## config.mk

```make
export PLATFORM = sky130hd
export DESIGN_NAME = load_store_relocating_emulator_unit
export DESIGN_NICKNAME = d
export VERILOG_FILES = /design/src/hw/rtl/lsre_pkg.sv /design/src/hw/rtl/load_store_relocating_emulator_unit.sv
export SDC_FILE = /design/constraint.sdc
export NUM_CORES = 2
export LEC_CHECK = 0
export BUFFER_PORTS_ARGS = -buffer_cell sky130_fd_sc_hd__buf_2
export CORE_AREA = 5 5 361 363
export DETAILED_ROUTE_END_ITERATION = 16
export DIE_AREA = 0 0 366 368
export PLACE_DENSITY = 0.5
export SLEW_MARGIN = 20
export SYNTH_ARGS = -nofsm -noshare
export SYNTH_HDL_FRONTEND = slang
export SYNTH_SLANG_ARGS = --single-unit
```

## constraint.sdc

```tcl
create_clock -name clk -period 7.9 [get_ports clk]
set_clock_uncertainty 0.15 [all_clocks]
set_input_delay 0.395 -clock clk [delete_from_list [all_inputs] [get_ports clk]]
set_output_delay 0.395 -clock clk [all_outputs]
set_load 0.005 [all_outputs]
```

## src/hw/rtl/lsre_pkg.sv

```systemverilog
package lsre_pkg;

  // Major opcodes of the memory instructions that are handled.
  localparam logic [6:0] OPC_LOAD   = 7'h03;
  localparam logic [6:0] OPC_FLOAD  = 7'h07;
  localparam logic [6:0] OPC_STORE  = 7'h23;
  localparam logic [6:0] OPC_FSTORE = 7'h27;

  // funct3 codes that are singled out during decode.
  localparam logic [2:0] F3_WORD       = 3'd2;
  localparam logic [2:0] F3_DOUBLE     = 3'd3;
  localparam logic [2:0] F3_LOAD_UNDEF = 3'd7;

  // Integer registers that get special treatment.
  localparam logic [4:0] XREG_ZERO = 5'd0;
  localparam logic [4:0] XREG_SP   = 5'd2;
  localparam logic [4:0] XREG_GP   = 5'd3;

  // Access sizes.
  localparam logic [1:0] SIZE_BYTE   = 2'd0;
  localparam logic [1:0] SIZE_HALF   = 2'd1;
  localparam logic [1:0] SIZE_WORD   = 2'd2;
  localparam logic [1:0] SIZE_DOUBLE = 2'd3;

  localparam logic [31:0] NAN_BOX_HI = 32'hFFFF_FFFF;

  // Configuration port geometry: three 64-bit registers at a stride of eight bytes.
  localparam int CFG_DW = 64;
  localparam int CFG_AW = 5;
  localparam logic [1:0] REG_TRAMPOLINE = 2'd0;
  localparam logic [1:0] REG_BACKUP     = 2'd1;
  localparam logic [1:0] REG_GP         = 2'd2;
  localparam logic [1:0] REG_UNUSED     = 2'd3;

  typedef enum logic [2:0] {
    ERR_NONE      = 3'd0,
    ERR_OPCODE    = 3'd1,
    ERR_FUNCT3    = 3'd2,
    ERR_WRITES_SP = 3'd3,
    ERR_WRITES_GP = 3'd4
  } err_t;

  // Request as it arrives on the input stream, lowest field last.
  typedef struct packed {
    logic [63:0] memory_data;
    logic [63:0] source_value;
    logic [63:0] base_value;
    logic [31:0] instruction_word;
  } in_item_t;

  // Result as it leaves on the output stream, lowest field last.
  typedef struct packed {
    logic [2:0]  pad;
    logic [63:0] writeback_value;
    logic        writeback_enable;
    logic        dest_is_float;
    logic [4:0]  dest_index;
    logic [63:0] store_data;
    logic [1:0]  access_size_log2;
    logic        access_is_write;
    logic [63:0] access_address;
    err_t        error_code;
  } out_item_t;

  localparam int IN_W  = $bits(in_item_t);
  localparam int OUT_W = $bits(out_item_t);

  // Keeps the low 2^lg bytes of a value.
  function automatic logic [63:0] width_mask(input logic [63:0] v, input logic [1:0] lg);
    logic [63:0] r;
    case (lg)
      SIZE_BYTE: r = {56'd0, v[7:0]};
      SIZE_HALF: r = {48'd0, v[15:0]};
      SIZE_WORD: r = {32'd0, v[31:0]};
      default:   r = v;
    endcase
    return r;
  endfunction

  // Sign or zero extension of the low 2^lg bytes.
  function automatic logic [63:0] load_extend(input logic [63:0] v, input logic [1:0] lg,
                                              input logic uns);
    logic [63:0] r;
    case (lg)
      SIZE_BYTE: r = {{56{v[7]  & ~uns}}, v[7:0]};
      SIZE_HALF: r = {{48{v[15] & ~uns}}, v[15:0]};
      SIZE_WORD: r = {{32{v[31] & ~uns}}, v[31:0]};
      default:   r = v;
    endcase
    return r;
  endfunction

endpackage

```

## src/hw/rtl/load_store_relocating_emulator_unit.sv

```systemverilog
// Channel   Direction  Handshake                       Contents
// in_       slave      in_tvalid / in_tready           one faulting memory instruction request
// out_      master     out_tvalid / out_tready         decoded, relocated access and write-back
// cfg_      APB slave  psel, penable, pwrite, pready   page bases and global pointer
//
// One request is taken per cycle while the output is not stalled.
// The three register stages are decode, relocation add with load extension, and the
// final add into the backup page that feeds the output register.
// Reset clears the valid bits and sets all configuration registers to zero.
// A stall at the output holds each stage that has no free slot behind it, and empty
// stages keep filling, so nothing is lost or repeated.
module load_store_relocating_emulator_unit (
  input  logic                           clk,
  input  logic                           rst_n,
  input  logic                           in_tvalid,
  output logic                           in_tready,
  // instruction_word, base_value, source_value, memory_data
  input  logic [lsre_pkg::IN_W-1:0]      in_tdata,
  output logic                           out_tvalid,
  input  logic                           out_tready,
  // error_code, access_address, access_is_write, access_size_log2, store_data,
  // dest_index, dest_is_float, writeback_enable, writeback_value, zero padding
  output logic [lsre_pkg::OUT_W-1:0]     out_tdata,
  input  logic                           cfg_psel,
  input  logic                           cfg_penable,
  input  logic                           cfg_pwrite,
  input  logic [lsre_pkg::CFG_AW-1:0]    cfg_paddr,
  input  logic [lsre_pkg::CFG_DW-1:0]    cfg_pwdata,
  output logic [lsre_pkg::CFG_DW-1:0]    cfg_prdata,
  output logic                           cfg_pready
);
  import lsre_pkg::*;

  typedef struct packed {
    err_t        err;
    logic        is_store;
    logic        is_float;
    logic        uns;
    logic [1:0]  lg;
    logic [4:0]  rd;
    logic        wen;
    logic [11:0] imm;
    logic [63:0] base;
    logic [63:0] sdata;
    logic [63:0] mdata;
  } s1_t;

  typedef struct packed {
    err_t        err;
    logic        is_store;
    logic        is_float;
    logic [1:0]  lg;
    logic [4:0]  rd;
    logic        wen;
    logic [63:0] part_addr;
    logic [63:0] sdata;
    logic [63:0] wval;
  } s2_t;

  logic [63:0] tramp_r, backup_r, gp_r;
  logic        v1_r, v2_r, v3_r;
  logic        rdy1, rdy2, rdy3;
  s1_t         s1_r, s1_nxt;
  s2_t         s2_r, s2_nxt;
  out_item_t   out_r, out_nxt;
  in_item_t    req;
  logic [1:0]  cfg_idx;

  // Configuration registers and read-back.
  assign cfg_pready = 1'b1;
  assign cfg_idx    = cfg_paddr[CFG_AW-1:3];

  always_ff @(posedge clk) begin
    if (!rst_n) begin
      tramp_r  <= '0;
      backup_r <= '0;
      gp_r     <= '0;
    end else if (cfg_psel && cfg_penable && cfg_pwrite && cfg_pready) begin
      case (cfg_idx)
        REG_TRAMPOLINE: tramp_r  <= cfg_pwdata;
        REG_BACKUP:     backup_r <= cfg_pwdata;
        REG_GP:         gp_r     <= cfg_pwdata;
        default: ;
      endcase
    end
  end

  always_comb begin
    case (cfg_idx)
      REG_TRAMPOLINE: cfg_prdata = tramp_r;
      REG_BACKUP:     cfg_prdata = backup_r;
      REG_GP:         cfg_prdata = gp_r;
      default:        cfg_prdata = '0;
    endcase
  end

  // Stage handshakes: a stage advances when it is empty or the one behind it moves.
  assign rdy3       = !v3_r || out_tready;
  assign rdy2       = !v2_r || rdy3;
  assign rdy1       = !v1_r || rdy2;
  assign in_tready  = rdy1;
  assign out_tvalid = v3_r;
  assign out_tdata  = out_r;

  always_ff @(posedge clk) begin
    if (!rst_n) begin
      v1_r <= 1'b0;
      v2_r <= 1'b0;
      v3_r <= 1'b0;
    end else begin
      if (rdy1) v1_r <= in_tvalid;
      if (rdy2) v2_r <= v1_r;
      if (rdy3) v3_r <= v2_r;
    end
  end

  always_ff @(posedge clk) begin
    if (rdy1) s1_r  <= s1_nxt;
    if (rdy2) s2_r  <= s2_nxt;
    if (rdy3) out_r <= out_nxt;
  end

  // Stage one: decode, error checks, operand selection and store data.
  assign req = in_tdata;

  always_comb begin
    logic [31:0] w;
    logic [6:0]  opc;
    logic [4:0]  rd, rs1, rs2;
    logic [2:0]  f3;
    logic        is_ld, is_st, fl, ok;
    logic [63:0] sval;
    err_t        err;

    w     = req.instruction_word;
    opc   = w[6:0];
    rd    = w[11:7];
    f3    = w[14:12];
    rs1   = w[19:15];
    rs2   = w[24:20];
    is_ld = (opc == OPC_LOAD)  || (opc == OPC_FLOAD);
    is_st = (opc == OPC_STORE) || (opc == OPC_FSTORE);
    fl    = (opc == OPC_FLOAD) || (opc == OPC_FSTORE);
    err   = ERR_NONE;

    // An unknown opcode wins over a bad funct3, which wins over the destination checks.
    if (!is_ld && !is_st) begin
      err = ERR_OPCODE;
    end else if (fl && f3 != F3_WORD && f3 != F3_DOUBLE) begin
      err = ERR_FUNCT3;
    end else if (is_ld && !fl && f3 == F3_LOAD_UNDEF) begin
      err = ERR_FUNCT3;
    end else if (is_st && !fl && f3[2]) begin
      err = ERR_FUNCT3;
    end else if (is_ld && !fl && rd == XREG_SP) begin
      err = ERR_WRITES_SP;
    end else if (is_ld && !fl && rd == XREG_GP) begin
      err = ERR_WRITES_GP;
    end
    ok = (err == ERR_NONE);

    // Integer stores read x0 as zero and x3 as the global pointer.
    if (fl) begin
      sval = req.source_value;
    end else if (rs2 == XREG_ZERO) begin
      sval = '0;
    end else if (rs2 == XREG_GP) begin
      sval = gp_r;
    end else begin
      sval = req.source_value;
    end

    s1_nxt.err      = err;
    s1_nxt.is_store = ok && is_st;
    s1_nxt.is_float = ok && is_ld && fl;
    s1_nxt.uns      = f3[2];
    s1_nxt.lg       = ok ? f3[1:0] : SIZE_BYTE;
    s1_nxt.rd       = (ok && is_ld) ? rd : XREG_ZERO;
    s1_nxt.wen      = ok && is_ld && (fl || rd != XREG_ZERO);
    s1_nxt.imm      = is_st ? {w[31:25], w[11:7]} : w[31:20];
    s1_nxt.sdata    = (ok && is_st) ? width_mask(sval, f3[1:0]) : '0;
    s1_nxt.mdata    = req.memory_data;
    if (rs1 == XREG_ZERO) begin
      s1_nxt.base = '0;
    end else if (rs1 == XREG_GP) begin
      s1_nxt.base = gp_r;
    end else begin
      s1_nxt.base = req.base_value;
    end
  end

  // Stage two: offset into the trampoline page and load value extension.
  always_comb begin
    s2_nxt.err       = s1_r.err;
    s2_nxt.is_store  = s1_r.is_store;
    s2_nxt.is_float  = s1_r.is_float;
    s2_nxt.lg        = s1_r.lg;
    s2_nxt.rd        = s1_r.rd;
    s2_nxt.wen       = s1_r.wen;
    s2_nxt.sdata     = s1_r.sdata;
    s2_nxt.part_addr = s1_r.base + {{52{s1_r.imm[11]}}, s1_r.imm} - tramp_r;
    if (!s1_r.wen) begin
      s2_nxt.wval = '0;
    end else if (s1_r.is_float && s1_r.lg == SIZE_WORD) begin
      s2_nxt.wval = {NAN_BOX_HI, s1_r.mdata[31:0]};
    end else if (s1_r.is_float) begin
      s2_nxt.wval = s1_r.mdata;
    end else begin
      s2_nxt.wval = load_extend(s1_r.mdata, s1_r.lg, s1_r.uns);
    end
  end

  // Stage three: move the address into the backup page and form the result.
  always_comb begin
    out_nxt.pad              = '0;
    out_nxt.error_code       = s2_r.err;
    out_nxt.access_address   = (s2_r.err == ERR_NONE) ? (s2_r.part_addr + backup_r) : '0;
    out_nxt.access_is_write  = s2_r.is_store;
    out_nxt.access_size_log2 = s2_r.lg;
    out_nxt.store_data       = s2_r.sdata;
    out_nxt.dest_index       = s2_r.rd;
    out_nxt.dest_is_float    = s2_r.is_float;
    out_nxt.writeback_enable = s2_r.wen;
    out_nxt.writeback_value  = s2_r.wval;
  end

endmodule

```

After elaboration in Yosys (flattened, before gate mapping)
Cells that the tools add are included.
- add/subtract/negate cells: 3
- equality and inequality tests: 17
- multiplexer cells: 16
- reduce and logical (&&, ||, !) cells: 40
- bitwise gates (word level): 4
- operators by type and width (kind ; count):
    one-hot mux 64 bit (3 select lines) ; 3
    2-to-1 mux 64 bit ; 6
    adder 64 bit ; 2
    subtractor 64 bit ; 1
    equality test 5 x 2 -> 1 bit (second input constant) ; 4
    2-to-1 mux 3 bit ; 6
    logical AND 1 bit ; 16
    equality test 7 x 6 -> 1 bit (second input constant) ; 2
    logical NOT 5 bit ; 2
    equality test 7 x 2 -> 1 bit (second input constant) ; 1
    equality test 7 x 3 -> 1 bit (second input constant) ; 1
    logical OR 1 bit ; 7
    equality test 2 x 1 -> 1 bit (second input constant) ; 3
    equality test 2 bit (second input constant) ; 3
    logical NOT 1 bit ; 6
    logical NOT 2 bit ; 3
    logical NOT 3 bit ; 2
    inequality test 3 x 2 -> 1 bit (second input constant) ; 2
    AND reduction 2 bit ; 3
    2-to-1 mux 5 bit ; 1
    nonzero test 5 bit ; 1
    AND 1 bit ; 3
    equality test 3 bit (second input constant) ; 1
    NOT 1 bit ; 1
- logic and storage cells: 115
- output and inout port bits: 275
- register bits: 823
- input bits: 300

Depth between registers and ports, before layout
- depth in word-level cells: 14
- mapped depth: 15
- mapped depth without buffers: 15

Least setup slack after synthesis
OpenSTA, ideal clock, no wires.
- path type: input-to-reg
- start: input port out_tready
- end: register s1_r[0] (netlist name) (enable)
- data required time: 5.478 ns
- slack: -0.046 ns
- setup time: 2.272 ns
- cell stages on the path: 2
- path buffers: 0
- data arrival time: 5.523 ns
- cell sequence: nor2b_1 nand3_1
- word-level cells in the longest chain between the ends: 3
- ends and longest elaborated chain (what ; RTL line ; text):
    start: declaration ; load_store_relocating_emulator_unit.sv:20 ; input logic out_tready,
    logical OR 1 bit ; load_store_relocating_emulator_unit.sv:98 ; assign rdy3 = !v3_r || out_tready;
    logical OR 1 bit ; load_store_relocating_emulator_unit.sv:99 ; assign rdy2 = !v2_r || rdy3;
    logical OR 1 bit ; load_store_relocating_emulator_unit.sv:100 ; assign rdy1 = !v1_r || rdy2;
    net in_tready ; load_store_relocating_emulator_unit.sv:16 ; output logic in_tready,
    end signal: assignment ; load_store_relocating_emulator_unit.sv:118 ; if (rdy1) s1_r <= s1_nxt;
    end: declaration ; load_store_relocating_emulator_unit.sv:63 ; s1_t s1_r, s1_nxt;
The timed path passes the listed nets, and every way through them passes these cells.
A chain may end at the register's enable or synchronous reset.

==> flow_metrics.env <==
export IMPL_syn_to_final_growth_pct=26.53
export IMPL_drive_above_1_share_pct=17.09
export IMPL_num_vias=31320
export IMPL_synth_edf_count=628
export IMPL_dp_cells=5872
export IMPL_synth_top_cell_area_share_pct=46.78
export IMPL_grt_pass1_vias=31650
export IMPL_clockPowerShare_pct=40.2
export IMPL_nets=5079
export IMPL_dp_hpwl_mm=98.19
export IMPL_cp_end_kind="flop"
export IMPL_ys_seq_area_share_pct=56.46
export IMPL_vias_per_cell=4.943
export IMPL_ys_top_cells_by_area="edfxtp_1, dfxtp_1, nand2_1"
export IMPL_synthCells=3813
export IMPL_final_setup_tns_ns=0
export IMPL_io_buffers=567
export IMPL_path_max_fanout=26
export IMPL_finalSetupViolations=0
export IMPL_fin_cells=6336
export IMPL_timing_fmax_mhz=200.3
export IMPL_pwr_share_comb_pct=17.1
export IMPL_p_per_area_nw_per_um2=229.2
export IMPL_crit_arrival_ns=5.29
export IMPL_tightest_slew_ns=1.091
export IMPL_drtPass1Iterations=5
export IMPL_cts_root_buf="clkbuf_16"
export IMPL_power_leakage_nw=21.61
export IMPL_ys_ff_latch=823
export IMPL_grt_max_degree=138
export IMPL_yosysTopAreaCell="edfxtp_1"
export IMPL_yosys_warnings=0
export IMPL_final_common_cell="nand2_1"
export IMPL_drc=0
export IMPL_dieHeight_um=368
export IMPL_async_flop_share_pct=0
export IMPL_postLayoutCellArea_um2=51010
export IMPL_clock_sinks=823
export IMPL_fin_crit_ns=4.993
export IMPL_antenna_left=0
export IMPL_final_cell_mix="nand2_1, edfxtp_1, buf_2"
export IMPL_gp_congestion=0.8961
export IMPL_finalHoldViolCount=0
export IMPL_final_min_period_over_clock_period_pct=63.20
export IMPL_wl_mm=136.8
export IMPL_synthFlopType="edfxtp_1"
export IMPL_cts_buffers=97
export IMPL_total_power_mw=11.69
export IMPL_grt_setup_unrepaired="false"
export IMPL_ir_worst_vdd_mv=0.1598
export IMPL_outcome="complete, no violations"
export IMPL_core_area_um2=126700
export IMPL_fin_hold_ws_ns=0.07263
export IMPL_switchingPower_mw=3.264
export IMPL_path_class="reg2reg"
export IMPL_relSlewSlack_pct=27.25
export IMPL_cp_required_ns=8.20
export IMPL_netlist_area_um2=40320
export IMPL_clk_pin_slew_ns=0.06
export IMPL_drv_slew=0
export IMPL_sw_frac_of_total_pct=27.91
export IMPL_yosysUniqueCellTypes=81
export IMPL_cts_tree="built"
export IMPL_io_pins=575
export IMPL_start_util_pct=31.82
export IMPL_antenna_found_initial=6
export IMPL_cts_max_path_buffers=3
export IMPL_grt_pass1_wl_mm=204.6
export IMPL_hold_class="in2reg"
export IMPL_grt_overflow=0
export IMPL_drv_cap=0
export IMPL_drt_iter0_markers=2326
export IMPL_dp_worst_setup_slack_ns=2.861
export IMPL_grt_total_usage_pct=19.79
export IMPL_wl_per_cell_um=21.58
export IMPL_worstSetupStartpointType="flop"
export IMPL_power_frac_seq_pct=42.7
export IMPL_cts_htree_levels=3
export IMPL_dieArea_um2=134700
export IMPL_final_util_pct=40.26
export IMPL_postLayoutSetupSlackWorst_ns=2.907
export IMPL_fp_row_count=131
export IMPL_placed_cell_area_um2=44840
export IMPL_cts_resized=0
export IMPL_clk_latency_ns=0.73
export IMPL_syn_area_per_cell_um2=10.57
export IMPL_internal_power_mw=8.430
export IMPL_dieWidth_um=366
==> what timing repair did <==
action,CTS,global route
hold buffers,279,0
setup buffers,0,0
endpoints found under the hold margin,409,0
==> power by group through the flow <==
stage	clock [mW]	sequential [mW]	combinational (mW)
2_1_floorplan	0	5.06	1.27
3_3_place_gp	0	5.09	1.87
3_5_place_dp	0	5.09	1.87
4_1_cts	4.82	5.00	2.00
5_1_grt	5.00	5.02	2.21
6_report	4.70	5.00	2.00
==> cell families after synthesis <==
kind of cell / Yosys count / share of synthesized area, %
AOI/OAI and AO/OA: 983 / 15.72
DFF: 823 / 56.46
muxes: 75 / 1.890
buffers and inverters: 462 / 4.354
xor gates and xnor gates: 100 / 2.172
and+or+nand+nor: 1177 / 12.27
other: 2 / 0.01863
adders and majority gates: 191 / 7.119
==> routing by layer <==
layer  share of wire [%]  up-vias  wire length (um)  GRT usage (%)
li1                    -    14920                 -              -
met1                  46    15310             62330          27.08
met5                   0        -                 0              0
met3                 6.9      184              9401          4.649
met4                 2.6        0              3506          5.648
met2                  45      906             61510          31.49
==> sequential cells by signal, indices dropped and copies added (netlist names) <==
register    cells
s1_r          218
s2_r           64
tramp_r        64
out_tvalid      1
backup_r       64
v2_r            1
v1_r            1
out_tdata     205
gp_r           64
out_nxt       141
==> area by class of cell <==
cell class | count | area [um^2]
Fill cell | 12440 | 75690
Sequential cell | 823 | 22760
Multi-Input combinational cell | 2530 | 15900
Timing Repair Buffer | 883 | 5942
Clock buffer | 126 | 2628
Tap cell | 1662 | 2079
Inverter | 253 | 957.2
Clock inverter | 55 | 732.0
Antenna cell | 4 | 10.01
==> synth_stat cells (all sizes together) (4+ instances only) <==
library cell / instances
nand4: 48
a221oi: 5
buf: 21
o21a: 25
nand2b: 11
nand2: 837
mux2i: 69
o2111ai: 4
a211oi: 11
ha: 127
o31ai: 7
a2111oi: 8
nor2: 114
inv: 253
o221ai: 5
nor2b: 14
o21bai: 28
xnor2: 57
nand3b: 6
clkbuf: 188
o211ai: 13
dfxtp: 195
or3: 9
fa: 64
mux2: 6
a21boi: 256
nor3b: 8
o21ai: 184
xor2: 43
edfxtp: 628
a31oi: 19
and3: 21
or2: 7
and2: 25
a211o: 4
a21oi: 293
nor3: 29
nor4: 4
a21o: 90
a311oi: 4
nand3: 35
==> final timing paths <==
| kind | startpoint | end | slack (ns) | depth (start not counted) |
|---|---|---|---|---|
| max | s1_r[203] | s2_r[188] | 2.91 | 14 |
| min | in_tdata[12] | s1_r[210] | 0.07 | 2 |
| max reg2reg | s1_r[203] | s2_r[188] | 2.91 | 14 |
| min reg2reg | out_nxt[154] | out_tdata[154] | 0.26 | 0 |
==> worst max-delay path: stages (launching register included) <==
cell and delay (ns):
edfxtp_1 0.50, inv_2 0.21, buf_4 0.41, fa_1 0.49
inv_1 0.06, ha_1 0.29, a21oi_1 0.28, o211ai_1 0.15
a221o_1 0.34, a31oi_1 0.17, o21ai_1 0.24, a31oi_1 0.77
a21oi_1 0.24, o2111ai_1 0.27, a211oi_1 0.11
No activity file was read; power rests on OpenSTA's default activity.
